**src/hdl/bfs_pkg.sv**
```systemverilog
// ---------------------------------------------------------------------------
// Beacon frame serializer package
// Shared types, constants and byte tables for the beacon frame serializer.
// ---------------------------------------------------------------------------
package bfs_pkg;

    localparam int unsigned MAX_SSID_BYTES_DEF = 32;
    localparam int unsigned HEADER_BYTES       = 38;
    localparam int unsigned TRAILER_BYTES      = 13;
    localparam int unsigned RATES_BYTES        = 10;

    localparam logic [5:0] HDR_LAST = 6'(HEADER_BYTES - 1);
    localparam logic [5:0] TRL_LAST = 6'(TRAILER_BYTES - 1);

    // Request codes of an input word
    localparam logic REQ_START = 1'b0;
    localparam logic REQ_SSID  = 1'b1;

    // Supported rates element, id and length included
    localparam logic [7:0] RATES_ELEM [RATES_BYTES] = '{
        8'h01, 8'h08, 8'h82, 8'h84, 8'h8b, 8'h96, 8'h24, 8'h30, 8'h48, 8'h6c
    };

    // DS parameter set element id and length
    localparam logic [7:0] DS_ELEM_ID  = 8'h03;
    localparam logic [7:0] DS_ELEM_LEN = 8'h01;

    typedef struct packed {
        logic [7:0]  frame_byte;
        logic        frame_last;
        logic [31:0] frame_count;
    } out_word_t;

    // One octet of the 48-bit address, first octet in the top bits
    function automatic logic [7:0] addr_octet(input logic [2:0] idx, input logic [47:0] addr);
        logic [7:0] b;
        unique case (idx)
            3'd0:    b = addr[47:40];
            3'd1:    b = addr[39:32];
            3'd2:    b = addr[31:24];
            3'd3:    b = addr[23:16];
            3'd4:    b = addr[15:8];
            3'd5:    b = addr[7:0];
            default: b = 8'h00;
        endcase
        return b;
    endfunction

    // Byte at a given position of the 38-byte management header
    function automatic logic [7:0] hdr_byte(input logic [5:0] pos, input logic [47:0] addr,
                                            input logic [5:0] len);
        logic [7:0] b;
        logic [5:0] rel;
        rel = 6'd0;
        priority if (pos == 6'd0) begin
            b = 8'h80;
        end else if (pos < 6'd4) begin
            b = 8'h00;
        end else if (pos < 6'd10) begin
            b = 8'hff;
        end else if (pos < 6'd16) begin
            rel = pos - 6'd10;
            b = addr_octet(rel[2:0], addr);
        end else if (pos < 6'd22) begin
            rel = pos - 6'd16;
            b = addr_octet(rel[2:0], addr);
        end else begin
            unique case (pos)
                6'd24:   b = 8'h83;
                6'd25:   b = 8'h51;
                6'd26:   b = 8'hf7;
                6'd27:   b = 8'h8f;
                6'd28:   b = 8'h0f;
                6'd32:   b = 8'he8;
                6'd33:   b = 8'h03;
                6'd34:   b = 8'h31;
                6'd35:   b = 8'h04;
                6'd37:   b = {2'b00, len};
                default: b = 8'h00;
            endcase
        end
        return b;
    endfunction

    // Byte at a given position of the rates and channel trailer
    function automatic logic [7:0] trl_byte(input logic [5:0] pos, input logic [7:0] chan);
        logic [7:0] b;
        if (pos < 6'(RATES_BYTES)) begin
            b = RATES_ELEM[pos[3:0]];
        end else if (pos == 6'(RATES_BYTES)) begin
            b = DS_ELEM_ID;
        end else if (pos == 6'(RATES_BYTES + 1)) begin
            b = DS_ELEM_LEN;
        end else begin
            b = chan;
        end
        return b;
    endfunction

endpackage

```
**src/hdl/beacon_frame_serializer.sv**
```systemverilog
// ---------------------------------------------------------------------------
// Beacon frame serializer
// Builds an 802.11 beacon management frame as a stream of bytes.
// ---------------------------------------------------------------------------
// A start word occupies the block for its 38 header bytes, and also for the
// trailer when the SSID length is zero, as the trailer then follows at once. An
// SSID word occupies it for its echo byte, and the last SSID byte also for the
// rates and channel elements that follow it; an SSID word outside a frame
// yields nothing. The byte sequencer hands one frame byte per cycle, while the
// queue has space, to a two-entry output queue; the next word is taken in
// the cycle that the previous word's last byte leaves the sequencer, so SSID
// words stream at one per cycle while the output queue has space.
// ---------------------------------------------------------------------------
module beacon_frame_serializer
    import bfs_pkg::*;
#(
    parameter int unsigned MAX_SSID_BYTES = MAX_SSID_BYTES_DEF
) (
    input  logic        aclk,
    input  logic        aresetn,
    input  logic        s_valid,
    output logic        s_ready,
    input  logic        s_req_type,
    input  logic [47:0] s_source_mac,
    input  logic [7:0]  s_channel_number,
    input  logic [5:0]  s_ssid_length,
    input  logic [7:0]  s_ssid_byte,
    output logic        m_valid,
    input  logic        m_ready,
    output logic [7:0]  m_frame_byte,
    output logic        m_frame_last,
    output logic [31:0] m_frame_count
);

    logic      push;
    logic      space;
    out_word_t push_word;
    out_word_t m_word;

    bfs_frame_ctrl #(
        .MAX_SSID_BYTES (MAX_SSID_BYTES)
    ) u_ctrl (
        .aclk             (aclk),
        .aresetn          (aresetn),
        .s_valid          (s_valid),
        .s_ready          (s_ready),
        .s_req_type       (s_req_type),
        .s_source_mac     (s_source_mac),
        .s_channel_number (s_channel_number),
        .s_ssid_length    (s_ssid_length),
        .s_ssid_byte      (s_ssid_byte),
        .space            (space),
        .push             (push),
        .push_word        (push_word)
    );

    bfs_out_queue u_queue (
        .aclk      (aclk),
        .aresetn   (aresetn),
        .push      (push),
        .push_word (push_word),
        .space     (space),
        .m_valid   (m_valid),
        .m_ready   (m_ready),
        .m_word    (m_word)
    );

    assign m_frame_byte  = m_word.frame_byte;
    assign m_frame_last  = m_word.frame_last;
    assign m_frame_count = m_word.frame_count;

endmodule

```
**src/hdl/bfs_out_queue.sv**
```systemverilog
// ---------------------------------------------------------------------------
// Beacon frame serializer output queue
// Two-entry queue between the byte sequencer and the result channel, so that
// the sequencer never waits on the downstream ready combinationally.
// ---------------------------------------------------------------------------
module bfs_out_queue
    import bfs_pkg::*;
(
    input  logic        aclk,
    input  logic        aresetn,
    input  logic        push,
    input  out_word_t   push_word,
    output logic        space,
    output logic        m_valid,
    input  logic        m_ready,
    output out_word_t   m_word
);

    out_word_t   entry_reg [2];
    logic        wr_ptr_reg;
    logic        wr_ptr_next;
    logic        rd_ptr_reg;
    logic        rd_ptr_next;
    logic [1:0]  count_reg;
    logic [1:0]  count_next;
    logic        pop;

    assign space   = (count_reg != 2'd2);
    assign m_valid = (count_reg != 2'd0);
    assign m_word  = entry_reg[rd_ptr_reg];
    assign pop     = m_valid && m_ready;

    always_comb begin
        wr_ptr_next = push ? ~wr_ptr_reg : wr_ptr_reg;
        rd_ptr_next = pop ? ~rd_ptr_reg : rd_ptr_reg;
        count_next  = count_reg + 2'(push) - 2'(pop);
    end

    always_ff @(posedge aclk) begin
        if (!aresetn) begin
            wr_ptr_reg <= 1'b0;
            rd_ptr_reg <= 1'b0;
            count_reg  <= 2'd0;
        end else begin
            wr_ptr_reg <= wr_ptr_next;
            rd_ptr_reg <= rd_ptr_next;
            count_reg  <= count_next;
        end
    end

    always_ff @(posedge aclk) begin
        if (push) begin
            entry_reg[wr_ptr_reg] <= push_word;
        end
    end

endmodule

```
**src/hdl/bfs_frame_ctrl.sv**
```systemverilog
// ---------------------------------------------------------------------------
// Beacon frame serializer control
// Takes input words, keeps the frame state and steps through the header,
// SSID echo and trailer bytes, one byte per cycle while the output queue has space.
// ---------------------------------------------------------------------------
module bfs_frame_ctrl
    import bfs_pkg::*;
#(
    parameter int unsigned MAX_SSID_BYTES = MAX_SSID_BYTES_DEF
) (
    input  logic        aclk,
    input  logic        aresetn,
    input  logic        s_valid,
    output logic        s_ready,
    input  logic        s_req_type,
    input  logic [47:0] s_source_mac,
    input  logic [7:0]  s_channel_number,
    input  logic [5:0]  s_ssid_length,
    input  logic [7:0]  s_ssid_byte,
    input  logic        space,
    output logic        push,
    output out_word_t   push_word
);

    typedef enum logic [3:0] {
        ST_IDLE    = 4'b0001,
        ST_HEADER  = 4'b0010,
        ST_ECHO    = 4'b0100,
        ST_TRAILER = 4'b1000
    } seq_state_t;

    localparam logic [5:0] LEN_MAX = 6'(MAX_SSID_BYTES);

    seq_state_t  state_reg;
    seq_state_t  state_next;
    logic [5:0]  pos_reg;
    logic [5:0]  pos_next;
    logic        pend_reg;
    logic        pend_next;
    logic        open_reg;
    logic        open_next;
    logic [5:0]  remain_reg;
    logic [5:0]  remain_next;
    logic [31:0] count_reg;
    logic [31:0] count_next;

    logic [47:0] addr_reg;
    logic [7:0]  chan_reg;
    logic [5:0]  len_reg;
    logic [7:0]  echo_reg;

    logic        emit;
    logic        item_done;
    logic        accept;
    logic        last_byte;
    logic [5:0]  len_sat;
    logic [47:0] addr_fixed;
    logic [7:0]  byte_sel;

    assign len_sat    = (s_ssid_length > LEN_MAX) ? LEN_MAX : s_ssid_length;
    // Clear the group bit, set the locally administered bit of the first octet
    assign addr_fixed = {s_source_mac[47:42], 2'b10, s_source_mac[39:0]};

    assign emit      = (state_reg != ST_IDLE) && space;
    assign last_byte = (state_reg == ST_TRAILER) && (pos_reg == TRL_LAST);
    assign item_done = emit && (((state_reg == ST_HEADER) && (pos_reg == HDR_LAST) && !pend_reg)
                             || ((state_reg == ST_ECHO) && !pend_reg)
                             || last_byte);
    assign s_ready   = (state_reg == ST_IDLE) || item_done;
    assign accept    = s_valid && s_ready;

    always_comb begin
        unique case (state_reg)
            ST_HEADER:  byte_sel = hdr_byte(pos_reg, addr_reg, len_reg);
            ST_ECHO:    byte_sel = echo_reg;
            ST_TRAILER: byte_sel = trl_byte(pos_reg, chan_reg);
            default:    byte_sel = 8'h00;
        endcase
    end

    // The final byte already counts the frame that it completes.
    assign push                  = emit;
    assign push_word.frame_byte  = byte_sel;
    assign push_word.frame_last  = last_byte;
    assign push_word.frame_count = count_reg + 32'(last_byte);

    always_comb begin
        state_next  = state_reg;
        pos_next    = pos_reg;
        pend_next   = pend_reg;
        open_next   = open_reg;
        remain_next = remain_reg;
        count_next  = count_reg;

        if (emit) begin
            unique case (state_reg)
                ST_HEADER: begin
                    if (pos_reg == HDR_LAST) begin
                        state_next = pend_reg ? ST_TRAILER : ST_IDLE;
                        pos_next   = 6'd0;
                        pend_next  = 1'b0;
                    end else begin
                        pos_next = pos_reg + 6'd1;
                    end
                end
                ST_ECHO: begin
                    state_next = pend_reg ? ST_TRAILER : ST_IDLE;
                    pos_next   = 6'd0;
                    pend_next  = 1'b0;
                end
                ST_TRAILER: begin
                    if (pos_reg == TRL_LAST) begin
                        state_next = ST_IDLE;
                        pos_next   = 6'd0;
                        count_next = count_reg + 32'd1;
                    end else begin
                        pos_next = pos_reg + 6'd1;
                    end
                end
                default: begin
                end
            endcase
        end

        // Frame state moves on when a word is taken, so a later word always sees it.
        if (accept) begin
            if (s_req_type == REQ_START) begin
                state_next  = ST_HEADER;
                pos_next    = 6'd0;
                pend_next   = (len_sat == 6'd0);
                open_next   = (len_sat != 6'd0);
                remain_next = len_sat;
            end else if (open_reg && (remain_reg != 6'd0)) begin
                state_next  = ST_ECHO;
                pos_next    = 6'd0;
                pend_next   = (remain_reg == 6'd1);
                open_next   = (remain_reg != 6'd1);
                remain_next = remain_reg - 6'd1;
            end
        end
    end

    always_ff @(posedge aclk) begin
        if (!aresetn) begin
            state_reg  <= ST_IDLE;
            pos_reg    <= 6'd0;
            pend_reg   <= 1'b0;
            open_reg   <= 1'b0;
            remain_reg <= 6'd0;
            count_reg  <= 32'd0;
        end else begin
            state_reg  <= state_next;
            pos_reg    <= pos_next;
            pend_reg   <= pend_next;
            open_reg   <= open_next;
            remain_reg <= remain_next;
            count_reg  <= count_next;
        end
    end

    always_ff @(posedge aclk) begin
        if (accept) begin
            if (s_req_type == REQ_START) begin
                addr_reg <= addr_fixed;
                chan_reg <= s_channel_number;
                len_reg  <= len_sat;
            end else begin
                echo_reg <= s_ssid_byte;
            end
        end
    end

endmodule

```
**config.mk**
```make
export PLATFORM = sky130hd
export DESIGN_NAME = beacon_frame_serializer
export DESIGN_NICKNAME = d
export VERILOG_FILES = /design/src/hdl/bfs_pkg.sv /design/src/hdl/beacon_frame_serializer.sv /design/src/hdl/bfs_out_queue.sv /design/src/hdl/bfs_frame_ctrl.sv
export SDC_FILE = /design/constraint.sdc
export NUM_CORES = 1
export LEC_CHECK = 0
export BUFFER_PORTS_ARGS = -buffer_cell sky130_fd_sc_hd__buf_2
export CAP_MARGIN = 20
export CORE_MARGIN = 5
export CORE_UTILIZATION = 50
export CTS_CLUSTER_DIAMETER = 80
export DETAILED_ROUTE_END_ITERATION = 8
export PLACE_DENSITY = 0.69
export SLEW_MARGIN = 20
export SYNTH_ARGS = -nofsm -noshare
export SYNTH_HDL_FRONTEND = slang
export SYNTH_SLANG_ARGS = --single-unit
```
**constraint.sdc**
```tcl
create_clock -name aclk -period 6.4 [get_ports aclk]
set_clock_uncertainty 0.05 [all_clocks]
set_input_delay 0.96 -clock aclk [delete_from_list [all_inputs] [get_ports aclk]]
set_output_delay 0.96 -clock aclk [all_outputs]
set_load 0.005 [all_outputs]
```
==> results of run 1 <==
[synthesized netlist by cell type, drive strengths merged (4+ instances only)]
master / instances
edfxtp: 150
nor2: 70
nand2: 64
dfxtp: 55
clkbuf: 49
mux2: 46
a21oi: 39
nand3: 31
xor2: 31
o21ai: 30
nor3: 21
inv: 20
xnor2: 18
a22oi: 17
ha: 15
nand4: 15
a211oi: 13
nor2b: 12
and2: 11
nor4: 11
or3: 10
a221o: 9
and3: 9
a221oi: 8
a222oi: 8
or4: 8
buf: 7
a31oi: 6
mux2i: 6
nand2b: 6
o211ai: 6
a32o: 5
o221ai: 5
o31ai: 5
a22o: 4
nand3b: 4
nor4b: 4
o21bai: 4
[power by group through the flow]
stage	logic, mW	clock network (mW)	registers, mW
2_1_floorplan	0.283	0	1.60
5_1_grt	0.457	1.27	1.63
3_5_place_dp	0.423	0	1.65
3_3_place_gp	0.419	0	1.65
4_1_cts	0.425	1.21	1.62
6_report	0.414	1.19	1.62
[worst reg2reg max path, cell delays in order, from the launching register on]
cell and delay, ns:
dfxtp_1 0.51, ha_1 0.85, and2_1 0.55, nand3_1 0.22, o211ai_1 0.56, o21ai_0 0.30, inv_4 0.60, buf_4 0.27
[per-layer routing]
metal,vias up,GRT usage (%),wire length (µm)
met3,57,3.50,1600
met2,301,33.6,11200
li1,3509,-,-
met4,0,7.25,790
met1,3508,25.6,9340
met5,-,0,0
[area by class of cell]
class / instances / area [µm²] / area share, %
Multi-Input combinational cell: 591 / 4010 / 35.3
Sequential cell: 205 / 5610 / 49.4
Clock buffer: 30 / 579 / 5.10
Timing Repair Buffer: 125 / 651 / 5.73
Inverter: 22 / 85.1 / 0.749
Clock inverter: 8 / 90.1 / 0.793
Tap cell: 265 / 332 / 2.92
[through the flow]
step	hold slack [ns]	power, mW
after floorplan	0.411	1.89
after global placement	0.430	2.07
after detailed placement	0.436	2.08
after CTS	0.445	3.26
after global routing	0.475	3.37
final	0.447	3.22
[cell families (layout without fill, tap and decap cells)]
family / after synthesis / after routing / synth area share (%)
buffers and inverters: 78 / 185 / 3.19
and+or+nand+nor: 286 / 286 / 14.6
AOI/OAI and AO/OA: 189 / 189 / 13.6
DFF: 205 / 205 / 56.5
muxes: 52 / 52 / 5.83
adders and majority gates: 15 / 15 / 1.89
xor gates and xnor gates: 49 / 49 / 4.33
[path summary, 6_finish.rpt]
path	from	to
worst max-delay path	u_ctrl.pos_reg[0]	u_ctrl.addr_reg[23]
worst min-delay path	u_ctrl.count_reg[31]	u_ctrl.count_reg[31]
worst max register to register	u_ctrl.pos_reg[0]	u_ctrl.addr_reg[23]
worst min register to register	u_ctrl.count_reg[31]	u_ctrl.count_reg[31]
==> flow_summary.toml, run 1 <==
[run_status]
status = "complete, no violations"

[power_and_ir_drop]
switchingPower_mw = 0.750
intPower_mw = 2.47
seqPwrFrac_pct = 50.3
peakVddDrop_uv = 253
leakage_nw = 4.15
swShare_pct = 23.3
comb_power_share_pct = 12.8
p_clk_share_pct = 36.9
powerDensity_nw_per_um2 = 284

[clock_network]
cts_resized = 0
cts_hold_buf = 0
cts_sinks = 205
clk_pin_slew_ns = 0.06
cts_tree = "yes"
clk_path_buf_depth = 3
cts_htree_levels = 1
post_cts_buffers = 0
cts-root-buf = "clkbuf_16"
worst_skew_pair.late_latency_ns = 0.50
cts_buffers = 21

[placement]
place_inst = 1208
gp_congestion = 0.897
placed_cell_area_um2 = 10700
port-buffer-count = 115
dp_hpwl_um = 15700
place_ws_ns = 2.23

[synth]
ys_seq_elements = 205
synth_fp_nets = 964
synth-edff-count = 150
synthArstFlopShare_pct = 0
yosysWarnings = 0
synth_top_area_share_pct = 45.4
ys_seq_area_share_pct = 56.5
synth_area_leader_cell = "edfxtp_1"
synth_cells = 874
yosys.cell_types.count = 66
ys_top_cells_by_area = "edfxtp_1 (45%), dfxtp_1 (11%), mux2_2 (5.2%), xor2_1 (2.7%), nor2_1 (2.7%)"
avgSynthCellArea_um2 = 11.3
synth_flop_cell = "edfxtp_1"
syn_area_um2 = 9910

[floorplan]
coreArea_um2 = 19500
die-width_um = 151
io_pins = 118
dieHeight_um = 151
initial_core_util_pct = 50.9
fp.dieArea_um2 = 22700
row_count = 51

[final_layout]
syn2layout_area_growth_pct = 14.5
drive_above_1_share_pct = 21.9
final_core_util_pct = 58.3
largest_reg_flops = 82
final_cell_mix = "edfxtp_1 (150), buf_2 (115), nor2_1 (70), nand2_1 (64), dfxtp_1 (54)"
fin_cells = 1246
n_antenna_cell = 0
fin_area_um2 = 11400
final_common_cell = "edfxtp_1"
nets = 1056
n_fill_cell = 1634

[setup_path]
crit_fanout = 59
rrSetupSlack_ns = 2.21
crit_chain = "ha_1 > and2_1 > nand3_1 > o211ai_1 > o21ai_0 > inv_4 > buf_4"
reg2reg_depth = 7
cp_slowest_cell = "ha_1"
cp_top_family = "compound AO/OA/AOI/OAI gates"
cp-start-kind = "register"
cp.arrival_ns = 4.35
critPathRequiredTime_ns = 6.56
crit_type = "register to register"
end_kind = "register"
path_buf_inv = 2
worst_path_largest_cell_delay_ns = 0.85
cp.depth = 7

[hold_path]
hp-class = "register to register"
hold_depth = 2

[route]
drc = 0
first_pass_iters = 6
antenna_left = 0
vias = 7375
drtIter0Drc = 798
wl_per_cell_um = 18.4
viasPerCell = 5.92
routed_wl_um = 22900

[global_routing]
grt_use_total_pct = 19.8
antenna_found_initial = 1
grt_max_degree = 60
grt_pass1_wl_um = 36000
first_global_vias = 6944
grt_overflow_total = 0

[sta]
fin_ws_ns = 2.21
maxSlewViolCount = 0
rsz0062_at_grt = "no"
period_needed_ns = 4.19
worst_pin_slew_ns = 1.05
finalSetupTns_ns = 0
finalHoldViolCount = 0
setup_violations = 0
post-route-period-util_pct = 65.4
max_slew_margin_pct = 30.1
fmaxAchievable_mhz = 239

[run]
cap_viol_max_count = 0
Power figures use the tool's default switching activity.
==> inputs of run 2 (changes only) <==
PLACE_DENSITY = 0.72   (was 0.69)
clock period = 3.6 ns   (was 6.4 ns; I/O delays follow)
==> run 2 against run 1 <==
Die area unchanged. Sequential cell count stayed put. Clock power is 84% higher. Sequential power grew 78%. Non-clock buffer count is 16 higher. First-iteration DRC count fell by 31%. Power rose by 81%. Global-route usage about the same. Register-to-register slack worse by 2.0 ns. Routed wire length decreased by 0.63%. Combinational power grew 81%. Critical endpoint is now u_queue.entry_reg[1][24].
==> flow_summary.toml, run 2 (synthesized netlist as in run 1, its figures left out) <==
[run_status]
status = "complete, no violations"

[clock_network]
cts_htree_levels = 1
cts_hold_buf = 0
cts_buffers = 23
cts_sinks = 205
worst_skew_pair.late_latency_ns = 0.50
cts_resized = 0
post_cts_buffers = 0
clk_pin_slew_ns = 0.06
cts_tree = "yes"
cts-root-buf = "clkbuf_16"
clk_path_buf_depth = 3

[sta]
finalHoldViolCount = 0
finalSetupTns_ns = 0
hold_slack_ns = 0.163
period_needed_ns = 3.39
worst_pin_slew_ns = 1.01
max_slew_margin_pct = 32.6
rsz0062_at_grt = "no"
post-route-period-util_pct = 94.2
maxSlewViolCount = 0
setup_violations = 0
fmaxAchievable_mhz = 295

[route]
drc = 0
antenna_left = 0
routed_wl_um = 22800
wl_per_cell_um = 18.0
drtIter0Drc = 548
viasPerCell = 5.86
vias = 7414
first_pass_iters = 7

[placement]
place_inst = 1224
dp_hpwl_um = 15900
port-buffer-count = 115
gp_congestion = 0.929

[global_routing]
first_global_vias = 7134
grt_overflow_total = 0
antenna_found_initial = 0
grt_use_total_pct = 19.8
grt_pass1_wl_um = 36200
grt_max_degree = 50

[final_layout]
final_common_cell = "edfxtp_1"
syn2layout_area_growth_pct = 16.3
nets = 1074
drive_above_1_share_pct = 23.5
n_fill_cell = 1627
final_cell_mix = "edfxtp_1 (150), buf_2 (115), nor2_1 (70), nand2_1 (64), dfxtp_1 (53)"
fin_cells = 1265
n_antenna_cell = 0
largest_reg_flops = 82

[floorplan]
dieHeight_um = 151
io_pins = 118
row_count = 51
initial_core_util_pct = 50.9
die-width_um = 151
fp.dieArea_um2 = 22700
coreArea_um2 = 19500

[setup_path]
end_kind = "register"
critPathRequiredTime_ns = 3.87
cp.arrival_ns = 3.66
crit_fanout = 9
cp-start-kind = "register"
crit_type = "register to register"
cp_common_cell = "ha_1"
crit_chain = "or4b_4 > or3_1 > inv_1 > ha_1 > ha_1 > nand3_1 > nor3_1 > buf_4 > nand2_1 > nor2_1 > xor2_1"
worst_path_largest_cell_delay_ns = 0.63
cp_slowest_cell = "or4b_4"

[run]
cap_viol_max_count = 0

[power_and_ir_drop]
peakVddDrop_uv = 393
leakage_nw = 4.25
fin_total_pwr_mw = 5.83
powerDensity_nw_per_um2 = 505

[hold_path]
hp-class = "input pin to register"
-- run 2: cell types whose count changed in the layout (fill, tap and decap cells not counted), moves of 2 or more --
cell | before | now
buf_4 | 10 | 25
clkinv_2 | 2 | 5
clkbuf_16 | 21 | 23
clkbuf_8 | 2 | 0
clkinvlp_4 | 0 | 2
-- run 2: worst max-delay path, delay by kind of cell (launching register included) --
family        cells  cell delay (ns)
simple gates      6             1.86
flops             1             0.40
fa+ha+maj         2             0.38
buf+inv           2             0.32
xor+xnor          1             0.23
-- run 2: layer usage --
layer	track usage [%]	routed length [µm]
met1	26.7	9580
met2	33.2	11100
met3	3.29	1580
met4	5.67	500
met5	0	0
-- run 2: per-stage QoR --
stage / util (%) / setup slack [ns] / area (µm²)
6_report: 59.2 / 0.210 / 11500
5_1_grt: 59.2 / 0.0118 / 11500
4_1_cts: 59.2 / 0.187 / 11500
3_5_place_dp: 55.6 / 0.190 / 10800
3_3_place_gp: 55.6 / 0.293 / 10800
2_1_floorplan: - / 0.361 / 9920
-- run 2: report_power, final --
part           leakage (nW)  switching (mW)  total (mW)  internal [mW]
Combinational          2.05           0.352       0.750          0.398
Clock                 0.347           0.876        2.19           1.32
Sequential             1.86           0.134        2.88           2.75
Total                  4.25            1.36        5.83           4.47
-- run 2: worst paths after layout --
kind,cells after the start,endpoint,from,slack [ns]
min reg2reg,2,u_ctrl.count_reg[31],u_ctrl.count_reg[31],0.45
min,1,u_ctrl.addr_reg[1],s_source_mac[1],0.16
max reg2reg,11,u_queue.entry_reg[1][24],u_ctrl.state_reg[1],0.21
max,11,u_queue.entry_reg[1][24],u_ctrl.state_reg[1],0.21
-- run 2: layout make-up --
class / count / area [µm²] / share of cell area, %
sequential: 205 / 5610 / 48.6
tap: 265 / 332 / 2.88
timing repair buffer: 141 / 783 / 6.79
multi-input combinational: 591 / 4010 / 34.8
clock inverter: 12 / 113 / 0.977
clock buffer: 29 / 598 / 5.19
inverter: 22 / 86.3 / 0.749
==> inputs of run 3 (changes only) <==
CORE_MARGIN = default   (was 5)
==> run 3 against run 2 <==
Hold slack better by 0.0041 ns. Design area is 0.81% higher. Count of clock-buffer cells in the layout is 3 higher. First-iteration DRC count is 52% higher. Critical endpoint is now u_queue.entry_reg[0][30]. Non-clock buffer count is 8 higher. Sequential share of layout area is 0.39 points lower. Largest power group unchanged. Largest cell class unchanged. Routed wire length is 1.5% lower. Global-route usage is 2.6 points higher. Clock power is 4% higher. Core utilization is 0.48 points higher. Final cell count is 0.55% higher.
==> flow_summary.toml, run 3 (synthesized netlist as in run 1, its figures left out) <==
[setup_path]
cp_slowest_cell = "or4b_4"
cp-start-kind = "register"
path_buf_inv = 2
crit_chain = "or4b_4 > or3_1 > inv_1 > ha_1 > ha_1 > nand3_1 > nor3_1 > buf_4 > nand3_1 > nor2_1 > xor2_1"
worst_path_largest_cell_delay_ns = 0.60
cp.arrival_ns = 3.59
end_kind = "register"
critPathRequiredTime_ns = 3.86
cp-startpoint = "u_ctrl.state_reg[1]"
r2r-start = "u_ctrl.state_reg[1]"
crit_type = "register to register"
cp_top_family = "simple AND/OR/NAND/NOR gates"
crit_fanout = 9

[clock_network]
cts-root-buf = "clkbuf_16"
clk_path_buf_depth = 3
cts_tree = "yes"
cts_buffers = 22
clk_pin_slew_ns = 0.06
worst_skew_pair.late_latency_ns = 0.50
cts_htree_levels = 1
cts_sinks = 205

[power_and_ir_drop]
powerDensity_nw_per_um2 = 507
leakage_nw = 4.31
fin_total_pwr_mw = 5.90
peakVddDrop_uv = 380

[floorplan]
io_pins = 118
coreArea_um2 = 19500
die-width_um = 143
initial_core_util_pct = 50.9
fp.dieArea_um2 = 20400
row_count = 51
dieHeight_um = 143

[route]
drc = 0
vias = 7419
drtIter0Drc = 832
first_pass_iters = 5
antenna_left = 0
wl_per_cell_um = 17.6
routed_wl_um = 22400
viasPerCell = 5.83

[final_layout]
largest_reg_flops = 82
fin_cells = 1272
n_fill_cell = 1595
multiInputGateArea_um2 = 4010
syn2layout_area_growth_pct = 17.3
final_core_util_pct = 59.7
final_common_cell = "edfxtp_1"
n_antenna_cell = 0
drive_above_1_share_pct = 24.4
register_area_um2 = 5610
nets = 1081
fin_area_um2 = 11600
final_cell_mix = "edfxtp_1 (150), buf_2 (115), nor2_1 (70), nand2_1 (64), dfxtp_1 (53)"

[sta]
worst_pin_slew_ns = 1.04
finalHoldViolCount = 0
finalSetupTns_ns = 0
maxSlewViolCount = 0
max_slew_margin_pct = 30.6
period_needed_ns = 3.33
fin_ws_ns = 0.269
hold_slack_ns = 0.167
post-route-period-util_pct = 92.5
setup_violations = 0
fmaxAchievable_mhz = 300
rsz0062_at_grt = "no"

[placement]
place_ws_ns = 0.219
gp_congestion = 0.913
place_inst = 1230
port-buffer-count = 115
dp_hpwl_um = 15600
placed_cell_area_um2 = 10900

[run]
cap_viol_max_count = 0

[global_routing]
grt_overflow_total = 0
first_global_vias = 7028
antenna_found_initial = 0
grt_use_total_pct = 22.4
grt_max_degree = 46
grt_pass1_wl_um = 35800

[hold_path]
hp-start = "s_channel_number[5]"
hp-class = "input pin to register"

[run_status]
status = "complete, no violations"
## run 3: changes by cell type in the layout (fill, tap and decap cells not counted), sizes merged
| cell | previous run | this run |
|---|---|---|
| buf | 141 | 149 |
| clkinv | 11 | 6 |
| clkbuf | 29 | 32 |
| clkinvlp | 2 | 3 |
## run 3: worst paths after layout
kind	end	slack, ns	cells after the start
worst max-delay path	u_queue.entry_reg[0][30]	0.27	11
worst min-delay path	u_ctrl.chan_reg[5]	0.17	1
worst max register to register	u_queue.entry_reg[0][30]	0.27	11
worst min register to register	u_ctrl.remain_reg[1]	0.44	2
## run 3: cell type report
class                           count  share of cell area (%)
Clock buffer                       32                    5.59
Clock inverter                      8                   0.818
Inverter                           22                   0.743
Multi-Input combinational cell    591                    34.5
Sequential cell                   205                    48.2
Tap cell                          265                    2.85
Timing Repair Buffer              149                    7.25
## run 3: metal layers
metal  GRT usage, %  part of all wire, %  routed length [µm]
met5              0                    0                   0
met2           38.6                   49               11000
met3           2.98                  6.0                1350
met1           29.1                   43                9530
met4           7.24                  2.3                 525
## run 3: report_power, final
group	internal, mW	switching (mW)
registers	2.75	0.131
logic	0.402	0.350
clock network	1.39	0.873
## run 3: worst register-to-register path: stages, from the launching register on
cell and delay (ns):
dfxtp_1 0.39, or4b_4 0.60, or3_1 0.46, inv_1 0.14, ha_1 0.20, ha_1 0.18, nand3_1 0.18, nor3_1 0.22
buf_4 0.19, nand3_1 0.11, nor2_1 0.16, xor2_1 0.25
## run 3: timing repair
item,in CTS,in global routing
setup endpoints to repair,0,10
hold buffers,0,0
gates resized for setup,0,1
setup buffers,0,2
